[src/sv/rmv_pkg.sv]
package rmv_pkg;

	// Sizes of the sample, the count and the fraction
	localparam int COUNT_BITS  = 32;
	localparam int SAMPLE_BITS = 16;
	localparam int FRAC_BITS   = 16;

	// Fixed widths of the result fields
	localparam int CNT_OUT_W = 32;
	localparam int SUM_W     = 48;
	localparam int MEAN_W    = 32;
	localparam int VAR_W     = 64;

	// Derived datapath widths
	localparam int X_W    = SAMPLE_BITS + FRAC_BITS;
	localparam int D_W    = ((X_W > MEAN_W) ? X_W : MEAN_W) + 1;
	localparam int LO_W   = (D_W + 1) / 2;
	localparam int HI_W   = D_W - LO_W;
	localparam int PROD_W = 2 * D_W;
	localparam int PEXT_W = PROD_W + VAR_W + FRAC_BITS;

	// Divider sizes: dividend and quotient share one register
	localparam int DIV_W  = VAR_W;
	localparam int STEP_W = $clog2(DIV_W + 1);

	// Queue between front and back
	localparam int QUEUE_DEPTH = 2;
	localparam int QPTR_W      = (QUEUE_DEPTH > 1) ? $clog2(QUEUE_DEPTH) : 1;
	localparam int QFILL_W     = $clog2(QUEUE_DEPTH + 1);

	localparam logic [COUNT_BITS-1:0] COUNT_MAX = {COUNT_BITS{1'b1}};

	// One classified sample on its way to the back end
	typedef struct packed {
		logic signed [SAMPLE_BITS-1:0] sample;
		logic [COUNT_BITS-1:0]         count;
		logic signed [SUM_W-1:0]       sum;
		logic                          ignore;
		logic                          hit_max;
	} rmv_item_t;

	// Divider request and response
	typedef struct packed {
		logic                    start;
		logic [DIV_W-1:0]        dividend;
		logic [COUNT_BITS-1:0]   divisor;
		logic [STEP_W-1:0]       steps;
	} rmv_div_req_t;

	typedef struct packed {
		logic             busy;
		logic             done;
		logic [DIV_W-1:0] quotient;
	} rmv_div_rsp_t;

endpackage

[src/sv/rmv_front.sv]
module rmv_front import rmv_pkg::*; (
	input  logic                          clk,
	input  logic                          arst_n,
	input  logic                          sample_valid,
	output logic                          sample_ready,
	input  logic signed [SAMPLE_BITS-1:0] sample,
	input  logic                          q_full,
	output logic                          q_push,
	output rmv_item_t                     q_item
);

	logic [COUNT_BITS-1:0]   count_q;
	logic signed [SUM_W-1:0] sum_q;
	logic [COUNT_BITS-1:0]   count_nxt;
	logic signed [SUM_W-1:0] sum_nxt;
	logic                    at_max;

	assign sample_ready = !q_full;
	assign q_push       = sample_valid && sample_ready;
	assign at_max       = (count_q == COUNT_MAX);

	// Advance count and sum unless the count has topped out
	always_comb begin
		if (at_max) begin
			count_nxt = count_q;
			sum_nxt   = sum_q;
		end else begin
			count_nxt = count_q + COUNT_BITS'(1);
			sum_nxt   = sum_q + SUM_W'(sample);
		end
	end

	// Classify the word for the back end
	always_comb begin
		q_item.sample  = sample;
		q_item.count   = count_nxt;
		q_item.sum     = sum_nxt;
		q_item.ignore  = at_max;
		q_item.hit_max = !at_max && (count_nxt == COUNT_MAX);
	end

	always_ff @(posedge clk or negedge arst_n) begin
		if (!arst_n) begin
			count_q <= '0;
			sum_q   <= '0;
		end else if (q_push) begin
			count_q <= count_nxt;
			sum_q   <= sum_nxt;
		end
	end

endmodule

[src/sv/rmv_queue.sv]
module rmv_queue import rmv_pkg::*; (
	input  logic      clk,
	input  logic      arst_n,
	input  logic      push,
	input  rmv_item_t push_item,
	input  logic      pop,
	output rmv_item_t head,
	output logic      full,
	output logic      empty
);

	rmv_item_t          mem_q [QUEUE_DEPTH];
	logic [QPTR_W-1:0]  wr_ptr_q;
	logic [QPTR_W-1:0]  rd_ptr_q;
	logic [QFILL_W-1:0] fill_q;

	assign full  = (fill_q == QFILL_W'(QUEUE_DEPTH));
	assign empty = (fill_q == '0);
	assign head  = mem_q[rd_ptr_q];

	function automatic logic [QPTR_W-1:0] ptr_inc(input logic [QPTR_W-1:0] p);
		return (p == QPTR_W'(QUEUE_DEPTH - 1)) ? '0 : p + QPTR_W'(1);
	endfunction

	// Store the incoming word
	always_ff @(posedge clk) begin
		if (push) begin
			mem_q[wr_ptr_q] <= push_item;
		end
	end

	// Track pointers and fill level
	always_ff @(posedge clk or negedge arst_n) begin
		if (!arst_n) begin
			wr_ptr_q <= '0;
			rd_ptr_q <= '0;
			fill_q   <= '0;
		end else begin
			if (push) begin
				wr_ptr_q <= ptr_inc(wr_ptr_q);
			end
			if (pop) begin
				rd_ptr_q <= ptr_inc(rd_ptr_q);
			end
			if (push && !pop) begin
				fill_q <= fill_q + QFILL_W'(1);
			end else if (pop && !push) begin
				fill_q <= fill_q - QFILL_W'(1);
			end
		end
	end

endmodule

[src/sv/rmv_div.sv]
module rmv_div import rmv_pkg::*; (
	input  logic         clk,
	input  logic         arst_n,
	input  rmv_div_req_t req,
	output rmv_div_rsp_t rsp
);

	logic [COUNT_BITS-1:0] rem_q;
	logic [DIV_W-1:0]      quo_q;
	logic [COUNT_BITS-1:0] dvs_q;
	logic [STEP_W-1:0]     cnt_q;
	logic                  busy_q;
	logic                  done_q;
	logic [COUNT_BITS:0]   shifted;
	logic                  ge;
	logic [COUNT_BITS:0]   diff;

	// One restoring step: bring in the next dividend bit, subtract if it fits
	assign shifted = {rem_q, quo_q[DIV_W-1]};
	assign ge      = (shifted >= {1'b0, dvs_q});
	assign diff    = shifted - {1'b0, dvs_q};

	assign rsp.busy     = busy_q;
	assign rsp.done     = done_q;
	assign rsp.quotient = quo_q;

	// Hold operands and shift in one quotient bit per cycle while busy
	always_ff @(posedge clk) begin
		if (req.start) begin
			rem_q <= '0;
			quo_q <= req.dividend;
			dvs_q <= req.divisor;
		end else if (busy_q) begin
			rem_q <= ge ? diff[COUNT_BITS-1:0] : shifted[COUNT_BITS-1:0];
			quo_q <= {quo_q[DIV_W-2:0], ge};
		end
	end

	always_ff @(posedge clk or negedge arst_n) begin
		if (!arst_n) begin
			cnt_q  <= '0;
			busy_q <= 1'b0;
			done_q <= 1'b0;
		end else if (req.start) begin
			cnt_q  <= req.steps;
			busy_q <= 1'b1;
			done_q <= 1'b0;
		end else if (busy_q) begin
			cnt_q <= cnt_q - STEP_W'(1);
			if (cnt_q == STEP_W'(1)) begin
				busy_q <= 1'b0;
				done_q <= 1'b1;
			end
		end else begin
			done_q <= 1'b0;
		end
	end

endmodule

[src/sv/rmv_back.sv]
module rmv_back import rmv_pkg::*; (
	input  logic                      clk,
	input  logic                      arst_n,
	input  rmv_item_t                 q_head,
	input  logic                      q_empty,
	output logic                      q_pop,
	output rmv_div_req_t              div_req,
	input  rmv_div_rsp_t              div_rsp,
	output logic                      result_valid,
	input  logic                      result_ready,
	output logic [CNT_OUT_W-1:0]      sample_count,
	output logic signed [SUM_W-1:0]   sample_sum,
	output logic signed [MEAN_W-1:0]  running_mean,
	output logic [VAR_W-1:0]          sample_variance,
	output logic                      saturated
);

	typedef enum logic [10:0] {
		S_IDLE   = 11'b000_0000_0001,
		S_START1 = 11'b000_0000_0010,
		S_DIV1   = 11'b000_0000_0100,
		S_D2     = 11'b000_0000_1000,
		S_MUL0   = 11'b000_0001_0000,
		S_MUL1   = 11'b000_0010_0000,
		S_MSUM   = 11'b000_0100_0000,
		S_M2     = 11'b000_1000_0000,
		S_START2 = 11'b001_0000_0000,
		S_DIV2   = 11'b010_0000_0000,
		S_DONE   = 11'b100_0000_0000
	} state_t;

	state_t                   state_q;
	rmv_item_t                cur_q;
	logic signed [MEAN_W-1:0] mean_q;
	logic [VAR_W-1:0]         m2_q;
	logic [VAR_W-1:0]         var_q;
	logic                     sat_q;
	logic                     d_neg_q;
	logic                     d2_neg_q;
	logic [D_W-1:0]           mag_d_q;
	logic [D_W-1:0]           mag_d2_q;
	logic [D_W+LO_W-1:0]      pp_lo_q;
	logic [D_W+HI_W-1:0]      pp_hi_q;
	logic [PROD_W-1:0]        prod_q;

	logic signed [X_W-1:0]    x_c;
	logic signed [D_W-1:0]    delta_c;
	logic [D_W-1:0]           mag_c;
	logic [D_W-1:0]           qmag_c;
	logic signed [D_W-1:0]    q_c;
	logic signed [D_W:0]      nm_c;
	logic signed [MEAN_W-1:0] nm_clamp_c;
	logic [PEXT_W-1:0]        pext_c;
	logic [VAR_W-1:0]         term_c;
	logic                     over_c;
	logic [VAR_W-1:0]         m2_nxt;
	logic                     m2_sat;
	logic                     load_out;

	// Sample as fixed point and its distance from the current mean
	assign x_c     = {cur_q.sample, {FRAC_BITS{1'b0}}};
	assign delta_c = D_W'(x_c) - D_W'(mean_q);
	assign mag_c   = delta_c[D_W-1] ? D_W'(-delta_c) : D_W'(delta_c);

	// Signed quotient and the clamped new mean
	assign qmag_c = div_rsp.quotient[D_W-1:0];
	assign q_c    = d_neg_q ? D_W'(-signed'(qmag_c)) : signed'(qmag_c);
	assign nm_c   = (D_W+1)'(mean_q) + (D_W+1)'(q_c);
	always_comb begin
		if ((&nm_c[D_W:MEAN_W-1]) || !(|nm_c[D_W:MEAN_W-1])) begin
			nm_clamp_c = nm_c[MEAN_W-1:0];
		end else if (nm_c[D_W]) begin
			nm_clamp_c = {1'b1, {(MEAN_W-1){1'b0}}};
		end else begin
			nm_clamp_c = {1'b0, {(MEAN_W-1){1'b1}}};
		end
	end

	// Drop the fraction of the product and flag a term beyond the sum width
	assign pext_c = PEXT_W'(prod_q);
	assign term_c = pext_c[FRAC_BITS +: VAR_W];
	assign over_c = |pext_c[PEXT_W-1:VAR_W+FRAC_BITS];

	// Update the squared-deviation sum with clamping and saturation
	always_comb begin
		m2_sat = 1'b0;
		if (d_neg_q != d2_neg_q) begin
			m2_nxt = (over_c || term_c > m2_q) ? '0 : m2_q - term_c;
		end else if (over_c || term_c > ~m2_q) begin
			m2_nxt = '1;
			m2_sat = 1'b1;
		end else begin
			m2_nxt = m2_q + term_c;
		end
	end

	assign q_pop    = (state_q == S_IDLE) && !q_empty;
	assign load_out = (state_q == S_DONE) && (!result_valid || result_ready);

	// Issue divider work: delta over count, then squared-deviation sum over count minus one
	always_comb begin
		div_req.start    = 1'b0;
		div_req.dividend = DIV_W'(mag_c) << (DIV_W - D_W);
		div_req.divisor  = cur_q.count;
		div_req.steps    = STEP_W'(D_W);
		case (state_q)
			S_START1: begin
				div_req.start = 1'b1;
			end
			S_START2: begin
				div_req.start    = 1'b1;
				div_req.dividend = m2_q;
				div_req.divisor  = cur_q.count - COUNT_BITS'(1);
				div_req.steps    = STEP_W'(DIV_W);
			end
			default: begin
				div_req.start = 1'b0;
			end
		endcase
	end

	// Hold the working word and the partial products
	always_ff @(posedge clk) begin
		case (state_q)
			S_IDLE: begin
				cur_q <= q_head;
			end
			S_START1: begin
				d_neg_q <= delta_c[D_W-1];
				mag_d_q <= mag_c;
			end
			S_D2: begin
				d2_neg_q <= delta_c[D_W-1];
				mag_d2_q <= mag_c;
			end
			S_MUL0: begin
				pp_lo_q <= (D_W+LO_W)'(mag_d_q) * (D_W+LO_W)'(mag_d2_q[LO_W-1:0]);
			end
			S_MUL1: begin
				pp_hi_q <= (D_W+HI_W)'(mag_d_q) * (D_W+HI_W)'(mag_d2_q[D_W-1:LO_W]);
			end
			S_MSUM: begin
				prod_q <= PROD_W'(pp_lo_q) + (PROD_W'(pp_hi_q) << LO_W);
			end
			default: begin
				prod_q <= prod_q;
			end
		endcase
	end

	// Sequence one word and update the running state
	always_ff @(posedge clk or negedge arst_n) begin
		if (!arst_n) begin
			state_q      <= S_IDLE;
			mean_q       <= '0;
			m2_q         <= '0;
			var_q        <= '0;
			sat_q        <= 1'b0;
			result_valid <= 1'b0;
		end else begin
			if (load_out) begin
				result_valid <= 1'b1;
			end else if (result_valid && result_ready) begin
				result_valid <= 1'b0;
			end
			case (state_q)
				S_IDLE: begin
					if (!q_empty) begin
						state_q <= q_head.ignore ? S_DONE : S_START1;
					end
				end
				S_START1: begin
					state_q <= S_DIV1;
				end
				S_DIV1: begin
					if (div_rsp.done) begin
						mean_q  <= nm_clamp_c;
						state_q <= S_D2;
					end
				end
				S_D2: begin
					state_q <= S_MUL0;
				end
				S_MUL0: begin
					state_q <= S_MUL1;
				end
				S_MUL1: begin
					state_q <= S_MSUM;
				end
				S_MSUM: begin
					state_q <= S_M2;
				end
				S_M2: begin
					m2_q    <= m2_nxt;
					sat_q   <= sat_q | m2_sat | cur_q.hit_max;
					state_q <= (cur_q.count > COUNT_BITS'(1)) ? S_START2 : S_DONE;
				end
				S_START2: begin
					state_q <= S_DIV2;
				end
				S_DIV2: begin
					if (div_rsp.done) begin
						var_q   <= div_rsp.quotient;
						state_q <= S_DONE;
					end
				end
				S_DONE: begin
					if (load_out) begin
						state_q <= S_IDLE;
					end
				end
				default: begin
					state_q <= S_IDLE;
				end
			endcase
		end
	end

	// Drive the result word
	always_ff @(posedge clk) begin
		if (load_out) begin
			sample_count    <= CNT_OUT_W'(cur_q.count);
			sample_sum      <= cur_q.sum;
			running_mean    <= mean_q;
			sample_variance <= var_q;
			saturated       <= sat_q;
		end
	end

	a_div_start_idle: assert property (@(posedge clk) disable iff (!arst_n)
		div_req.start |-> !div_rsp.busy)
		else $error("divider started while busy");

	a_div_done_waited: assert property (@(posedge clk) disable iff (!arst_n)
		div_rsp.done |-> (state_q == S_DIV1 || state_q == S_DIV2))
		else $error("divider finished with no division pending");

	a_var_only_on_div: assert property (@(posedge clk) disable iff (!arst_n)
		!(state_q == S_DIV2 && div_rsp.done) |=> $stable(var_q))
		else $error("variance changed outside its division");

	a_sat_sticky: assert property (@(posedge clk) disable iff (!arst_n)
		sat_q |=> sat_q)
		else $error("saturation flag cleared");

endmodule

[src/sv/running_mean_variance.sv]
// Running mean and variance by Welford's method. Each sample word yields one
// result word with the updated count, sum, mean (16 fraction bits) and sample
// variance (16 fraction bits); the variance is refreshed from the second sample
// on. A front end keeps count and sum and passes classified words through a
// two-word queue to a back end that owns mean, squared-deviation sum and
// variance. In the back end, one shared radix-2 divider works out delta over
// count and then the squared sum over count minus one, one quotient bit per
// cycle, alongside sequencing states and a two-part multiply. The first sample
// skips the second division; once the count reaches its maximum, samples are
// ignored and the held values return with saturated set.
module running_mean_variance import rmv_pkg::*; (
	input  logic                          clk,
	input  logic                          arst_n,
	input  logic                          sample_valid,
	output logic                          sample_ready,
	input  logic signed [SAMPLE_BITS-1:0] sample,
	output logic                          result_valid,
	input  logic                          result_ready,
	output logic [CNT_OUT_W-1:0]          sample_count,
	output logic signed [SUM_W-1:0]       sample_sum,
	output logic signed [MEAN_W-1:0]      running_mean,
	output logic [VAR_W-1:0]              sample_variance,
	output logic                          saturated
);

	rmv_item_t    push_item;
	rmv_item_t    head;
	logic         push;
	logic         pop;
	logic         full;
	logic         empty;
	rmv_div_req_t div_req;
	rmv_div_rsp_t div_rsp;

	rmv_front u_front (
		.clk          (clk),
		.arst_n       (arst_n),
		.sample_valid (sample_valid),
		.sample_ready (sample_ready),
		.sample       (sample),
		.q_full       (full),
		.q_push       (push),
		.q_item       (push_item)
	);

	rmv_queue u_queue (
		.clk       (clk),
		.arst_n    (arst_n),
		.push      (push),
		.push_item (push_item),
		.pop       (pop),
		.head      (head),
		.full      (full),
		.empty     (empty)
	);

	rmv_div u_div (
		.clk    (clk),
		.arst_n (arst_n),
		.req    (div_req),
		.rsp    (div_rsp)
	);

	rmv_back u_back (
		.clk             (clk),
		.arst_n          (arst_n),
		.q_head          (head),
		.q_empty         (empty),
		.q_pop           (pop),
		.div_req         (div_req),
		.div_rsp         (div_rsp),
		.result_valid    (result_valid),
		.result_ready    (result_ready),
		.sample_count    (sample_count),
		.sample_sum      (sample_sum),
		.running_mean    (running_mean),
		.sample_variance (sample_variance),
		.saturated       (saturated)
	);

endmodule

[config.mk]
export PLATFORM = sky130hd
export DESIGN_NAME = running_mean_variance
export DESIGN_NICKNAME = d
export VERILOG_FILES = /design/src/sv/rmv_pkg.sv /design/src/sv/rmv_front.sv /design/src/sv/rmv_queue.sv /design/src/sv/rmv_div.sv /design/src/sv/rmv_back.sv /design/src/sv/running_mean_variance.sv
export SDC_FILE = /design/constraint.sdc
export NUM_CORES = 2
export LEC_CHECK = 0
export BUFFER_PORTS_ARGS = -buffer_cell sky130_fd_sc_hd__buf_2
export CAP_MARGIN = 40
export CORE_MARGIN = 2
export CORE_UTILIZATION = 34
export DETAILED_ROUTE_END_ITERATION = 8
export PLACE_DENSITY = 0.57
export SLEW_MARGIN = 20
export SYNTH_ARGS = -nofsm -noshare
export SYNTH_HDL_FRONTEND = slang
export SYNTH_HIERARCHICAL = 1
export SYNTH_SLANG_ARGS = --single-unit
[constraint.sdc]
create_clock -name clk -period 10.5 [get_ports clk]
set_clock_uncertainty 0.15 [all_clocks]
set_input_delay 2.1 -clock clk [delete_from_list [all_inputs] [get_ports clk]]
set_output_delay 2.1 -clock clk [all_outputs]
set_load 0.03 [all_outputs]
==> flow_summary.toml <==
[timing]
final-hold-violation-count = 0
relSlewSlack_pct = 36.93
setup_viol = 0
rsz0062_at_grt = "no"
max_freq_mhz = 124.2
max_slew.worst_pin.slew_ps = 933.0
report.final.slew_viol_count = 0
fin_crit_sh_pct = 76.68
post-route-min-period_ps = 8052
setup_tns_ps = 0

[placed_design]
postPlaceCellArea_sq_um = 96020
dp_hpwl_um = 207700
io_buffers = 198
dp_cells = 12529
globalplace.congestion = 0.9275

[clock_tree]
clk_path_buf_depth = 3
post_cts_resized = 0
clock-sinks = 1065
cts_setup_buffers = 0
cts_tree = "done"
cts.htree.levels = 3
hold_buffers = 0
insertion_delay_ps = 810
clk_pin_slew_ps = 60
cts_buffers = 115
ctsRootBufferMaster = "clkbuf_16"

[critical_path]
worstPathRequired_ps = 10840
crit_fanout = 19
startpoint = "u_back/mag_d2_q[27]$_DFFE_PP_"
arrival_ps = 8390
cp-start-kind = "flip-flop"
crit_type = "reg2reg"
critical_path.endpoint_type = "flip-flop"
reg2reg_from = "u_back/mag_d2_q[27]$_DFFE_PP_"
r2r_cells = 23

[synth]
syn_inst = 9111
synth.cell_area_sq_um = 91270
ys_warn_count = 6
avgSynthCellArea_sq_um = 10.02

[floorplanning]
core_sq_um = 267400
die-area_sq_um = 272600
start_util_pct = 34.13
row_count = 190
die_x_um = 522.1
die_y_um = 522.1
pin_count = 199

[min_path]
worst_hold_startpoint = "u_back/var_q[58]$_DFFE_PN0P_"
hold_depth = 0
hold_path_class = "reg2reg"

[routing]
viasPerCell = 5.246
firstDrtPassIters = 7
dr.first_iter.drc_count = 5298
drc = 0
vias = 66942
drt-total-wl_um = 277900
drtAntennaViolNets = 0
wire_per_inst_um = 21.78

[grt]
grt_usage_pct = 20.28
grt_pass1_vias = 68182
antenna_found_initial = 32
grt_first_pass_wirelength_um = 425000
grt_max_degree = 74
overflow = 0

[final_layout]
layoutNonFillerInstCount = 12760
fin_nets = 10535
syn_to_final_growth_pct = 9.762
final_area_sq_um = 100200
drive_gt1_share_pct = 10.13

[status]
status = "finished clean"

[job]
maxCapViolCount = 0
## state kept, by name, summed over array words and instances, names as in the netlist, 49 cells and up
signal	flops
u_queue/mem_q	196
u_div/quo_q	64
u_back/m2_q	64
u_back/prod_q	50
u_back/pp_hi_q	49
u_back/sample_variance	64
u_back/cur_q	97
u_back/var_q	64
## placed cells by master, fill, tap and decap left out, types with 49 or more instances in the layout
master / count
nand3_1: 112
dfrtp_1: 264
nor2_1: 490
o21bai_1: 65
a21o_1: 126
fa_1: 900
nor3_1: 78
nand4_1: 67
xor2_1: 165
clkbuf_16: 115
buf_4: 125
a31oi_1: 55
ha_1: 513
edfxtp_1: 767
nand2_1: 1139
a21oi_1: 414
inv_1: 1221
xnor2_1: 262
o21ai_0: 309
and2_1: 492
buf_2: 198
nand2b_1: 62
mux2_2: 232
a211oi_1: 49
## stage by stage
stage	hold WS [ps]	util [%]	setup WS (ps)
5_1_grt	270.6	37.46	1947
6_report	253.9	37.46	2448
3_3_place_gp	254.6	35.78	2513
3_5_place_dp	254.5	35.90	2513
2_1_floorplan	250.3	-	2672
4_1_cts	254.9	37.41	2481
## area by class of cell
class / count / area [sq um]
multi-input cells: 6347 / 54420
fillers: 26404 / 167300
clock inverters: 79 / 1025
well taps: 3552 / 4444
clock buffers: 140 / 3002
inverters: 1226 / 4604
diodes: 4 / 10.01
flip-flops and latches: 1065 / 30330
repair buffers: 347 / 2344
## worst max-delay path, cell delays in order, from the launching register on
cell and delay (ps):
edfxtp_1 920, buf_4 370, nand2_1 100, fa_1 510, inv_1 50, fa_1 460, fa_1 520, fa_1 520
fa_1 550, inv_1 60, fa_1 540, inv_1 50, ha_1 390, a21o_1 220, a21o_1 180, a21oi_1 190
o21ai_1 100, a221oi_1 320, nor4b_1 510, nor2_1 150, a21oi_1 380, nor3b_1 110, a211oi_1 270, xnor2_1 90
## path summary, 6_finish.rpt
kind                                                         to  slack [ps]
hold reg to reg            u_back/sample_variance[58]$_DFFE_PP_         250
max in group asynchronous           u_back/m2_q[37]$_DFFE_PN0P_        7430
setup / recovery                   u_back/pp_hi_q[40]$_DFFE_PP_        2450
hold / removal             u_back/sample_variance[58]$_DFFE_PP_         250
min in group asynchronous         u_back/mean_q[28]$_DFFE_PN0P_        1040
setup reg to reg                   u_back/pp_hi_q[40]$_DFFE_PP_        2450
## layer usage
| layer | up-vias | track usage (%) | wire, um | share of wire (%) |
|---|---|---|---|---|
| met3 | 439 | 3.295 | 18020 | 6.5 |
| met1 | 34109 | 28.03 | 123900 | 45 |
| met2 | 2209 | 32.61 | 127500 | 46 |
| li1 | 30151 | - | - | - |
| met4 | 34 | 5.988 | 8333 | 3.0 |
| met5 | - | 0 | 221 | 0.080 |
Power is not shown: default switching activity piles up to over one toggle a cycle in this logic, so the estimate is an artifact.
